### config.mk
export PLATFORM = sky130hd
export DESIGN_NAME = pwm_capture_measure_top
export DESIGN_NICKNAME = d
export VERILOG_FILES = /design/src/design/pwmcm_pkg.sv /design/src/design/pwm_capture_measure_top.sv /design/src/design/pwmcm_stamp.sv /design/src/design/pwmcm_div.sv
export VERILOG_INCLUDE_DIRS = /design/src /design/src/design
export SDC_FILE = /design/constraint.sdc
export NUM_CORES = 1
export LEC_CHECK = 0
export BUFFER_PORTS_ARGS = -buffer_cell sky130_fd_sc_hd__buf_2
export CAP_MARGIN = 10
export CORE_MARGIN = 3
export CORE_UTILIZATION = 43
export DETAILED_ROUTE_END_ITERATION = 8
export GPL_TIMING_DRIVEN = 0
export SETUP_SLACK_MARGIN = 0.5
export SLEW_MARGIN = 10
export SYNTH_ARGS = -nofsm -noshare
export SYNTH_HDL_FRONTEND = slang
export SYNTH_SLANG_ARGS = --single-unit
export TNS_END_PERCENT = 30
### constraint.sdc
create_clock -name clk -period 4.5 [get_ports clk]
set_clock_uncertainty 0.2 [all_clocks]
set_input_delay 1.125 -clock clk [delete_from_list [all_inputs] [get_ports clk]]
set_output_delay 1.125 -clock clk [all_outputs]
set_load 0.005 [all_outputs]
### src/design/pwm_capture_measure_top_defines.svh
// Assertion macros for the capture measurement top level.
`ifndef PWM_CAPTURE_MEASURE_TOP_DEFINES_SVH
`define PWM_CAPTURE_MEASURE_TOP_DEFINES_SVH

// Same-cycle implication, sampled on clk, off during reset.
`define PWMCM_ASSERT_NOW(lbl, ante, cons, msg) \
  lbl: assert property (@(posedge clk) disable iff (!rst_n) (ante) |-> (cons)) \
    else $error(msg);

// Next-cycle implication, sampled on clk, off during reset.
`define PWMCM_ASSERT_NEXT(lbl, ante, cons, msg) \
  lbl: assert property (@(posedge clk) disable iff (!rst_n) (ante) |=> (cons)) \
    else $error(msg);

`endif

### src/design/pwmcm_pkg.sv
// Types and constants of the PWM capture measurement block.
`default_nettype none
package pwmcm_pkg;

  localparam int CAP_W      = 16;
  localparam int OVF_W      = 16;
  localparam int STAMP_W    = 32;
  localparam int DUTY_W     = 7;
  localparam int FREQ_W     = 24;
  localparam int PROD_W     = STAMP_W + DUTY_W;
  localparam int OUT_DATA_W = 96;
  localparam int OUT_USER_W = 2;

  localparam logic [DUTY_W-1:0] DUTY_SCALE    = 7'd100;
  localparam logic [FREQ_W-1:0] TICK_RATE_RST = 24'd250000;

  typedef enum logic [1:0] {
    PH_RISE1 = 2'd0,
    PH_FALL  = 2'd1,
    PH_RISE2 = 2'd2
  } phase_t;

  typedef enum logic [2:0] {
    S_IDLE,
    S_EVAL,
    S_MUL,
    S_START,
    S_DIV,
    S_EMIT
  } state_t;

  typedef struct packed {
    logic               arm;
    logic               done;
    logic [STAMP_W-1:0] period;
    logic [STAMP_W-1:0] high;
  } stamp_res_t;

endpackage
`default_nettype wire

### src/design/pwm_capture_measure_top.sv
// Top level of the PWM capture measurement block.
// Usage:
//   in_*  : one item per transfer; in_tuser is the kind (0 overflow tick,
//           1 capture), in_tdata the captured timer count.
//   out_* : exactly one result per input item, in order, held in an output
//           register until out_tready takes it.
//   cfg_* : write of the tick rate (Hz), taken on any cycle with cfg_wr_en.
// Flow: an overflow tick or a first or second capture goes from its transfer
//   through S_EVAL straight to S_EMIT. A third capture runs the period through
//   two bit-serial dividers side by side (duty over 39 bits, frequency over
//   24), by way of S_MUL, S_START and S_DIV; the 39-step duty divider is the
//   one that finishes last. A zero period skips the dividers.
// Input flow: one item at a time; in_tready rises again once the result is in
//   the output register, so a new item may enter while it waits.
// Reset: rst_n low clears the phase, the overflow count and the stamps, sets
//   the tick rate to 250000 and empties the output register.
// Stall: while out_tready is low the result holds; at most one further item
//   is taken and then waits until the register frees.
`default_nettype none
`include "pwm_capture_measure_top_defines.svh"
module pwm_capture_measure_top #(
  parameter int TIMER_BITS = 16
) (
  input  wire logic                             clk,
  input  wire logic                             rst_n,
  input  wire logic                             cfg_wr_en,
  input  wire logic [pwmcm_pkg::FREQ_W-1:0]     cfg_wr_data,
  input  wire logic                             in_tvalid,
  output logic                                  in_tready,
  // capture_value [15:0]
  input  wire logic [pwmcm_pkg::CAP_W-1:0]      in_tdata,
  // action [0]
  input  wire logic [0:0]                       in_tuser,
  output logic                                  out_tvalid,
  input  wire logic                             out_tready,
  // arm_falling_edge [0], period_ticks [32:1], high_ticks [64:33],
  // duty_percent [71:65], frequency_hz [95:72]
  output logic [pwmcm_pkg::OUT_DATA_W-1:0]      out_tdata,
  // measurement_done [0], bad_period [1]
  output logic [pwmcm_pkg::OUT_USER_W-1:0]      out_tuser
);
  import pwmcm_pkg::*;

  state_t              state_r, state_nxt;
  logic [FREQ_W-1:0]   tick_rate_r;
  logic [PROD_W-1:0]   prod_r;
  logic                out_valid_r, out_valid_nxt;
  logic [OUT_DATA_W-1:0] out_data_r, out_data_nxt;
  logic [OUT_USER_W-1:0] out_user_r, out_user_nxt;
  stamp_res_t          stamp_res;
  logic                accept;
  logic                div_start;
  logic                load_out;
  logic                out_free;
  logic                duty_busy;
  logic                freq_busy;
  logic [PROD_W-1:0]   duty_q;
  logic [FREQ_W-1:0]   freq_q;
  logic                zero_period;
  logic                bad;
  logic [DUTY_W-1:0]   duty;
  logic [FREQ_W-1:0]   freq;

  assign accept      = in_tvalid && in_tready;
  assign out_free    = !out_valid_r || out_tready;
  assign zero_period = (stamp_res.period == '0);

  pwmcm_stamp #(
    .TIMER_BITS(TIMER_BITS)
  ) u_stamp (
    .clk          (clk),
    .rst_n        (rst_n),
    .accept       (accept),
    .action       (in_tuser[0]),
    .capture_value(in_tdata),
    .res          (stamp_res)
  );

  pwmcm_div #(
    .NW(PROD_W),
    .DW(STAMP_W)
  ) u_duty_div (
    .clk     (clk),
    .rst_n   (rst_n),
    .start   (div_start),
    .dividend(prod_r),
    .divisor (stamp_res.period),
    .busy    (duty_busy),
    .quotient(duty_q)
  );

  pwmcm_div #(
    .NW(FREQ_W),
    .DW(STAMP_W)
  ) u_freq_div (
    .clk     (clk),
    .rst_n   (rst_n),
    .start   (div_start),
    .dividend(tick_rate_r),
    .divisor (stamp_res.period),
    .busy    (freq_busy),
    .quotient(freq_q)
  );

  always_comb begin
    state_nxt = state_r;
    unique case (state_r)
      S_IDLE:  if (in_tvalid) state_nxt = S_EVAL;
      S_EVAL:  state_nxt = (stamp_res.done && !zero_period) ? S_MUL : S_EMIT;
      S_MUL:   state_nxt = S_START;
      S_START: state_nxt = S_DIV;
      S_DIV:   if (!duty_busy && !freq_busy) state_nxt = S_EMIT;
      S_EMIT:  if (out_free) state_nxt = S_IDLE;
      default: state_nxt = S_IDLE;
    endcase
  end

  always_comb begin
    in_tready = 1'b0;
    div_start = 1'b0;
    load_out  = 1'b0;
    unique case (state_r)
      S_IDLE:  in_tready = 1'b1;
      S_START: div_start = 1'b1;
      S_EMIT:  load_out  = out_free;
      default: ;
    endcase
  end

  always_comb begin
    bad  = stamp_res.done && zero_period;
    duty = '0;
    freq = '0;
    if (stamp_res.done && !zero_period) begin
      duty = (duty_q > PROD_W'(DUTY_SCALE)) ? DUTY_SCALE : duty_q[DUTY_W-1:0];
      freq = freq_q;
    end
    out_data_nxt  = out_data_r;
    out_user_nxt  = out_user_r;
    out_valid_nxt = out_valid_r && !out_tready;
    if (load_out) begin
      out_data_nxt  = {freq, duty, stamp_res.high, stamp_res.period, stamp_res.arm};
      out_user_nxt  = {bad, stamp_res.done};
      out_valid_nxt = 1'b1;
    end
  end

  always_ff @(posedge clk) begin
    if (!rst_n) begin
      state_r     <= S_IDLE;
      out_valid_r <= 1'b0;
      tick_rate_r <= TICK_RATE_RST;
    end else begin
      state_r     <= state_nxt;
      out_valid_r <= out_valid_nxt;
      if (cfg_wr_en) begin
        tick_rate_r <= cfg_wr_data;
      end
    end
    prod_r     <= PROD_W'(stamp_res.high) * PROD_W'(DUTY_SCALE);
    out_data_r <= out_data_nxt;
    out_user_r <= out_user_nxt;
  end

  assign out_tvalid = out_valid_r;
  assign out_tdata  = out_data_r;
  assign out_tuser  = out_user_r;

  `PWMCM_ASSERT_NEXT(a_busy_after_transfer, accept, !in_tready,
    "input accepted while an item is still in work")
  `PWMCM_ASSERT_NEXT(a_div_to_emit, (state_r == S_DIV) && !duty_busy && !freq_busy,
    state_r == S_EMIT, "divider finish did not lead to result load")
  `PWMCM_ASSERT_NEXT(a_bad_zeroes, load_out && stamp_res.done && zero_period,
    out_tuser[1] && (out_tdata[71:65] == '0) && (out_tdata[95:72] == '0),
    "zero period result not forced to zero")
  `PWMCM_ASSERT_NOW(a_idle_result_zero, out_tvalid && !out_tuser[0],
    (out_tdata[64:1] == '0) && !out_tuser[1],
    "result without measurement carries tick values")

endmodule
`default_nettype wire

### src/design/pwmcm_stamp.sv
// Capture front end: overflow count, timestamps, edge phase and tick deltas.
`default_nettype none
module pwmcm_stamp #(
  parameter int TIMER_BITS = 16
) (
  input  wire logic                       clk,
  input  wire logic                       rst_n,
  input  wire logic                       accept,
  input  wire logic                       action,
  input  wire logic [pwmcm_pkg::CAP_W-1:0] capture_value,
  output pwmcm_pkg::stamp_res_t           res
);
  import pwmcm_pkg::*;

  localparam logic [CAP_W-1:0] CAP_MASK = (TIMER_BITS >= CAP_W) ? {CAP_W{1'b1}} :
                                          CAP_W'((64'd1 << TIMER_BITS) - 64'd1);

  phase_t             phase_r, phase_nxt;
  logic [OVF_W-1:0]   ovf_r, ovf_nxt;
  logic [STAMP_W-1:0] first_r, first_nxt;
  logic [STAMP_W-1:0] second_r, second_nxt;
  stamp_res_t         res_r, res_nxt;
  logic [STAMP_W-1:0] ext;
  logic [STAMP_W-1:0] stamp;

  assign ext   = STAMP_W'(64'(ovf_r) << TIMER_BITS);
  assign stamp = STAMP_W'(capture_value & CAP_MASK) + ext;

  always_comb begin
    phase_nxt  = phase_r;
    ovf_nxt    = ovf_r;
    first_nxt  = first_r;
    second_nxt = second_r;
    res_nxt    = res_r;
    if (accept) begin
      res_nxt = '0;
      if (!action) begin
        ovf_nxt = ovf_r + OVF_W'(1);
      end else begin
        unique case (phase_r)
          PH_FALL: begin
            second_nxt = stamp;
            phase_nxt  = PH_RISE2;
          end
          PH_RISE2: begin
            res_nxt.period = stamp - first_r;
            res_nxt.high   = second_r - first_r;
            res_nxt.done   = 1'b1;
            ovf_nxt        = '0;
            phase_nxt      = PH_RISE1;
          end
          default: begin
            first_nxt = stamp;
            phase_nxt = PH_FALL;
          end
        endcase
      end
      res_nxt.arm = (phase_nxt == PH_FALL);
    end
  end

  always_ff @(posedge clk) begin
    if (!rst_n) begin
      phase_r  <= PH_RISE1;
      ovf_r    <= '0;
      first_r  <= '0;
      second_r <= '0;
    end else begin
      phase_r  <= phase_nxt;
      ovf_r    <= ovf_nxt;
      first_r  <= first_nxt;
      second_r <= second_nxt;
    end
    res_r <= res_nxt;
  end

  assign res = res_r;

endmodule
`default_nettype wire

### src/design/pwmcm_div.sv
// Bit-serial restoring divider, one quotient bit per cycle.
`default_nettype none
module pwmcm_div #(
  parameter int NW = 39,
  parameter int DW = 32
) (
  input  wire logic          clk,
  input  wire logic          rst_n,
  input  wire logic          start,
  input  wire logic [NW-1:0] dividend,
  input  wire logic [DW-1:0] divisor,
  output logic               busy,
  output logic [NW-1:0]      quotient
);
  localparam int CW = $clog2(NW + 1);

  logic [NW-1:0] dq_r, dq_nxt;
  logic [DW-1:0] rem_r, rem_nxt;
  logic [DW-1:0] dvs_r, dvs_nxt;
  logic [CW-1:0] cnt_r, cnt_nxt;
  logic          busy_r, busy_nxt;
  logic [DW:0]   trial;
  logic [DW:0]   diff;
  logic          ge;

  assign trial = {rem_r, dq_r[NW-1]};
  assign ge    = (trial >= {1'b0, dvs_r});
  assign diff  = trial - {1'b0, dvs_r};

  always_comb begin
    dq_nxt   = dq_r;
    rem_nxt  = rem_r;
    dvs_nxt  = dvs_r;
    cnt_nxt  = cnt_r;
    busy_nxt = busy_r;
    if (start) begin
      dq_nxt   = dividend;
      rem_nxt  = '0;
      dvs_nxt  = divisor;
      cnt_nxt  = CW'(NW);
      busy_nxt = 1'b1;
    end else if (busy_r) begin
      dq_nxt  = {dq_r[NW-2:0], ge};
      rem_nxt = ge ? diff[DW-1:0] : trial[DW-1:0];
      cnt_nxt = cnt_r - CW'(1);
      if (cnt_r == CW'(1)) begin
        busy_nxt = 1'b0;
      end
    end
  end

  always_ff @(posedge clk) begin
    if (!rst_n) begin
      busy_r <= 1'b0;
      cnt_r  <= '0;
    end else begin
      busy_r <= busy_nxt;
      cnt_r  <= cnt_nxt;
    end
    dq_r  <= dq_nxt;
    rem_r <= rem_nxt;
    dvs_r <= dvs_nxt;
  end

  assign busy     = busy_r;
  assign quotient = dq_r;

endmodule
`default_nettype wire

==> flow_summary_export.csv <==
group,metric,value,unit
placement,io_buffers,142,
power_and_ir_drop,p_sw_frac,0.353,
sta,finalSetupViolations,0,
clocking,clockBufferDepth,3,
sta,layout_min_cycle_time,3.95,ns
clocking,clk-insertion-delay-late,0.64,ns
global_routing,antenna_found_initial,4,
logic_synthesis,synth.avg_cell_area,9.63,µm²
worst_hold_path,hp-class,"flip-flop to flip-flop",
sta,relSlewSlack,0.360,
power_and_ir_drop,power,16400,µW
layout,fillers,5853,
global_routing,grt_pass1_wl,120000,µm
drt,via_per_inst,5.43,
floorplan,chipWidth,259,µm
logic_synthesis,ys_seq_area_frac,0.446,
global_routing,use_met3,0.0315,
worst_setup_path,arrival,4.25,ns
floorplan,num_rows,91,
logic_synthesis,ys_types,80,
clocking,cts-root-buf,"clkbuf_16",
floorplan,coreArea,62400,µm²
placement,gp_congestion,0.906,
global_routing,grt_usage,0.228,
global_routing,met2_usage,0.368,
clocking,path_clk_slew,0.07,ns
worst_setup_path,cp.required,4.80,ns
power_and_ir_drop,p_int,10600,µW
drt,routed-via-count,21597,
clocking,cts_tree,"built",
worst_setup_path,critPathLaunchType,"flip-flop",
drt,post_drt_wl_per_cell,19.5,µm
worst_setup_path,crit_type,"flip-flop to flip-flop",
power_and_ir_drop,p_leak,0.0133,µW
power_and_ir_drop,vdd_ir_drop_max,0.363,mV
logic_synthesis,async_flop_share,0,
layout,area_delta_synth_final,16.0,%
sta,final_hold_viol_count,0,
global_routing,top_usage_layer,"met2",
floorplan,start_util,0.440,
job,max_cap_viol_count,0,
sta,tightest_slew,0.960,ns
sta,rsz0062_at_grt,"true",
power_and_ir_drop,p_per_area,516,nW/µm²
sta,final_min_period_over_clock_period,0.878,
clocking,cts_hold_buf,0,
placement,preCtsSetupSlack,-0.188,ns
logic_synthesis,synth_ff_type,"edfxtp_1",
logic_synthesis,ys_seq_elements,483,
global_routing,grt_max_degree,76,
logic_synthesis,yosysMostFrequentCell,"nand2_1",
global_routing,grt_use_met1,0.317,
drt,wl,77700,µm
sta,worst_slack,0.550,ns
logic_synthesis,syn_nets,3158,
drt,drt-initial-drc-count,1489,
global_routing,grt_pass1_vias,21264,
logic_synthesis,yosysTopAreaCellShare,0.281,
logic_synthesis,synth.cell_area,27400,µm²
logic_synthesis,synthTopCellsByArea,"edfxtp_1 (28%), dfxtp_1 (16%), ha_1 (11%)",
floorplan,ios,146,
layout,finish.net_count,3403,
clocking,clock_sinks,483,
sta,maxSlewViolCount,0,
drt,drc_errors,0,
logic_synthesis,ys_top_cells_by_count,"nand2_1 (402), edfxtp_1 (257), inv_1 (240), ha_1 (233), dfxtp_1 (226)",
global_routing,gr-total-overflow,0,
power_and_ir_drop,pwr-share-comb,0.370,
outcome,outcome,"finished, final reports clean",
logic_synthesis,netlist_instances,2848,
logic_synthesis,synth_edf_count,257,
drt,postRouteAntennaNets,0,
logic_synthesis,yosysTopAreaCell,"edfxtp_1",
worst_setup_path,worstSetupEndpointType,"flip-flop",
drt,dr.pass1.iters,5,
placement,dp_hpwl,58900,µm
power_and_ir_drop,power.switching,5800,µW
worst_setup_path,crit_fanout,4,
logic_synthesis,ys_warn_count,0,
sta,max_freq,253,MHz
clocking,htree_levels,2,
floorplan,die_h,259,µm
floorplan,die-area,66900,µm²
clocking,cts_buffers,53,
power_and_ir_drop,seqPwrFrac,0.349,
power_and_ir_drop,clkPwrFrac,0.282,
layout,drive_above_1_share,0.117,
## placed cells by master (no fill, tap or decap), types with 22 or more instances in the layout
master     instances
nand2_1          401
a211oi_1          30
nor3_1            26
a21o_1           100
nand4_1           26
a21oi_1          149
dfxtp_1          226
nand3_1           38
ha_1             221
nor2b_1           45
and2_1            33
xnor2_1           84
o21ai_0          156
fa_1              31
nor4_1            22
buf_2            149
clkbuf_1          88
inv_1            238
nor2_1           172
o21a_1            23
a21boi_0          76
buf_4             48
nand2b_1          35
edfxtp_1         257
xor2_1            59
clkbuf_16         53
mux2i_1           61
## per-layer routing
metal,vias up,share of wire
met1,10400,0.46
li1,10492,-
met4,0,0.030
met5,-,0
met2,573,0.45
met3,132,0.056
## worst max-delay path, stage by stage (launching register included)
cell and delay [ns]:
edfxtp_1 0.46, ha_1 0.32, ha_1 0.30, ha_1 0.32
inv_1 0.07, fa_1 0.46, nand2b_4 0.17, a21oi_2 0.19
o2111ai_2 0.17, a31oi_4 0.20, a21oi_2 0.10, o211ai_1 0.29
a31oi_2 0.17, o21ai_1 0.18, a21oi_1 0.10, xnor2_1 0.13
## kinds of logic after synthesis
logic type               Yosys count  share of synthesized area
AND/OR/NAND/NOR                  851                      0.140
flip-flops                       483                      0.446
multiplexers                      64                     0.0235
AO/OA/AOI/OAI                    702                      0.168
XOR/XNOR                         143                     0.0456
buffers and inverters            341                     0.0482
adder cells (fa/ha/maj)          264                      0.129
## metrics by stage
| stage | hold WS (ns) | util | cells | cell area (µm²) | TNS, ns |
|---|---|---|---|---|---|
| 3_3_place_gp | 0.220 | 0.468 | 3827 | 29200 | -128.46 |
| 3_5_place_dp | 0.221 | 0.469 | 3829 | 29300 | -0.626 |
| 2_1_floorplan | 0.198 | - | 2848 | 27400 | 0 |
| 6_report | 0.245 | 0.510 | 3978 | 31800 | 0 |
| 4_1_cts | 0.235 | 0.504 | 3958 | 31500 | 0 |
| 5_1_grt | 0.262 | 0.510 | 3977 | 31800 | 0 |
## area by class of cell
cell class / instances / area [µm²] / share of cell area
timing repair buffer: 190 / 1120 / 0.0353
multi-input combinational: 2024 / 14200 / 0.447
clock inverter: 39 / 493 / 0.0155
antenna: 3 / 7.51 / 0.000236
tap: 837 / 1050 / 0.0329
sequential: 483 / 12200 / 0.385
buffer: 98 / 412 / 0.0129
clock buffer: 61 / 1380 / 0.0432
inverter: 243 / 917 / 0.0288
## final timing paths
| check | from | end | slack [ns] | cells after the start |
|---|---|---|---|---|
| max reg2reg | u_stamp.res[2] | prod_r[38] | 0.55 | 15 |
| min reg2reg | u_stamp.res[65] | out_tdata[0] | 0.24 | 0 |
| min | u_stamp.res[65] | out_tdata[0] | 0.24 | 0 |
| max | u_stamp.res[2] | prod_r[38] | 0.55 | 15 |
## sequential cells by signal, indices dropped and copies added, names as in the netlist, 16 cells and up
signal,flops
prod_r,37
u_duty_div.rem_r,32
u_stamp.ovf_r,16
u_stamp.first_r,32
tick_rate_r,24
u_freq_div.rem_r,32
u_stamp.res,66
u_duty_div.dvs_r,32
u_freq_div.quotient,24
out_tdata,96
u_duty_div.quotient,39
u_stamp.second_r,32
## power groups by stage
stage | clock network (µW) | logic (µW) | registers (µW)
global placement | 0 | 5430 | 5810
finish | 4630 | 6070 | 5730
global route | 4890 | 6750 | 5780
detailed placement | 0 | 5500 | 5810
CTS | 4720 | 5760 | 5720
floorplan | 0 | 4310 | 5630
## timing repair
item	4_1_cts	5_1_grt
gates resized for setup	25	38
setup endpoints to repair	14	19
pin swaps	14	32
buffers inserted	29	16
Note: power is estimated with default switching activity, not from simulation.
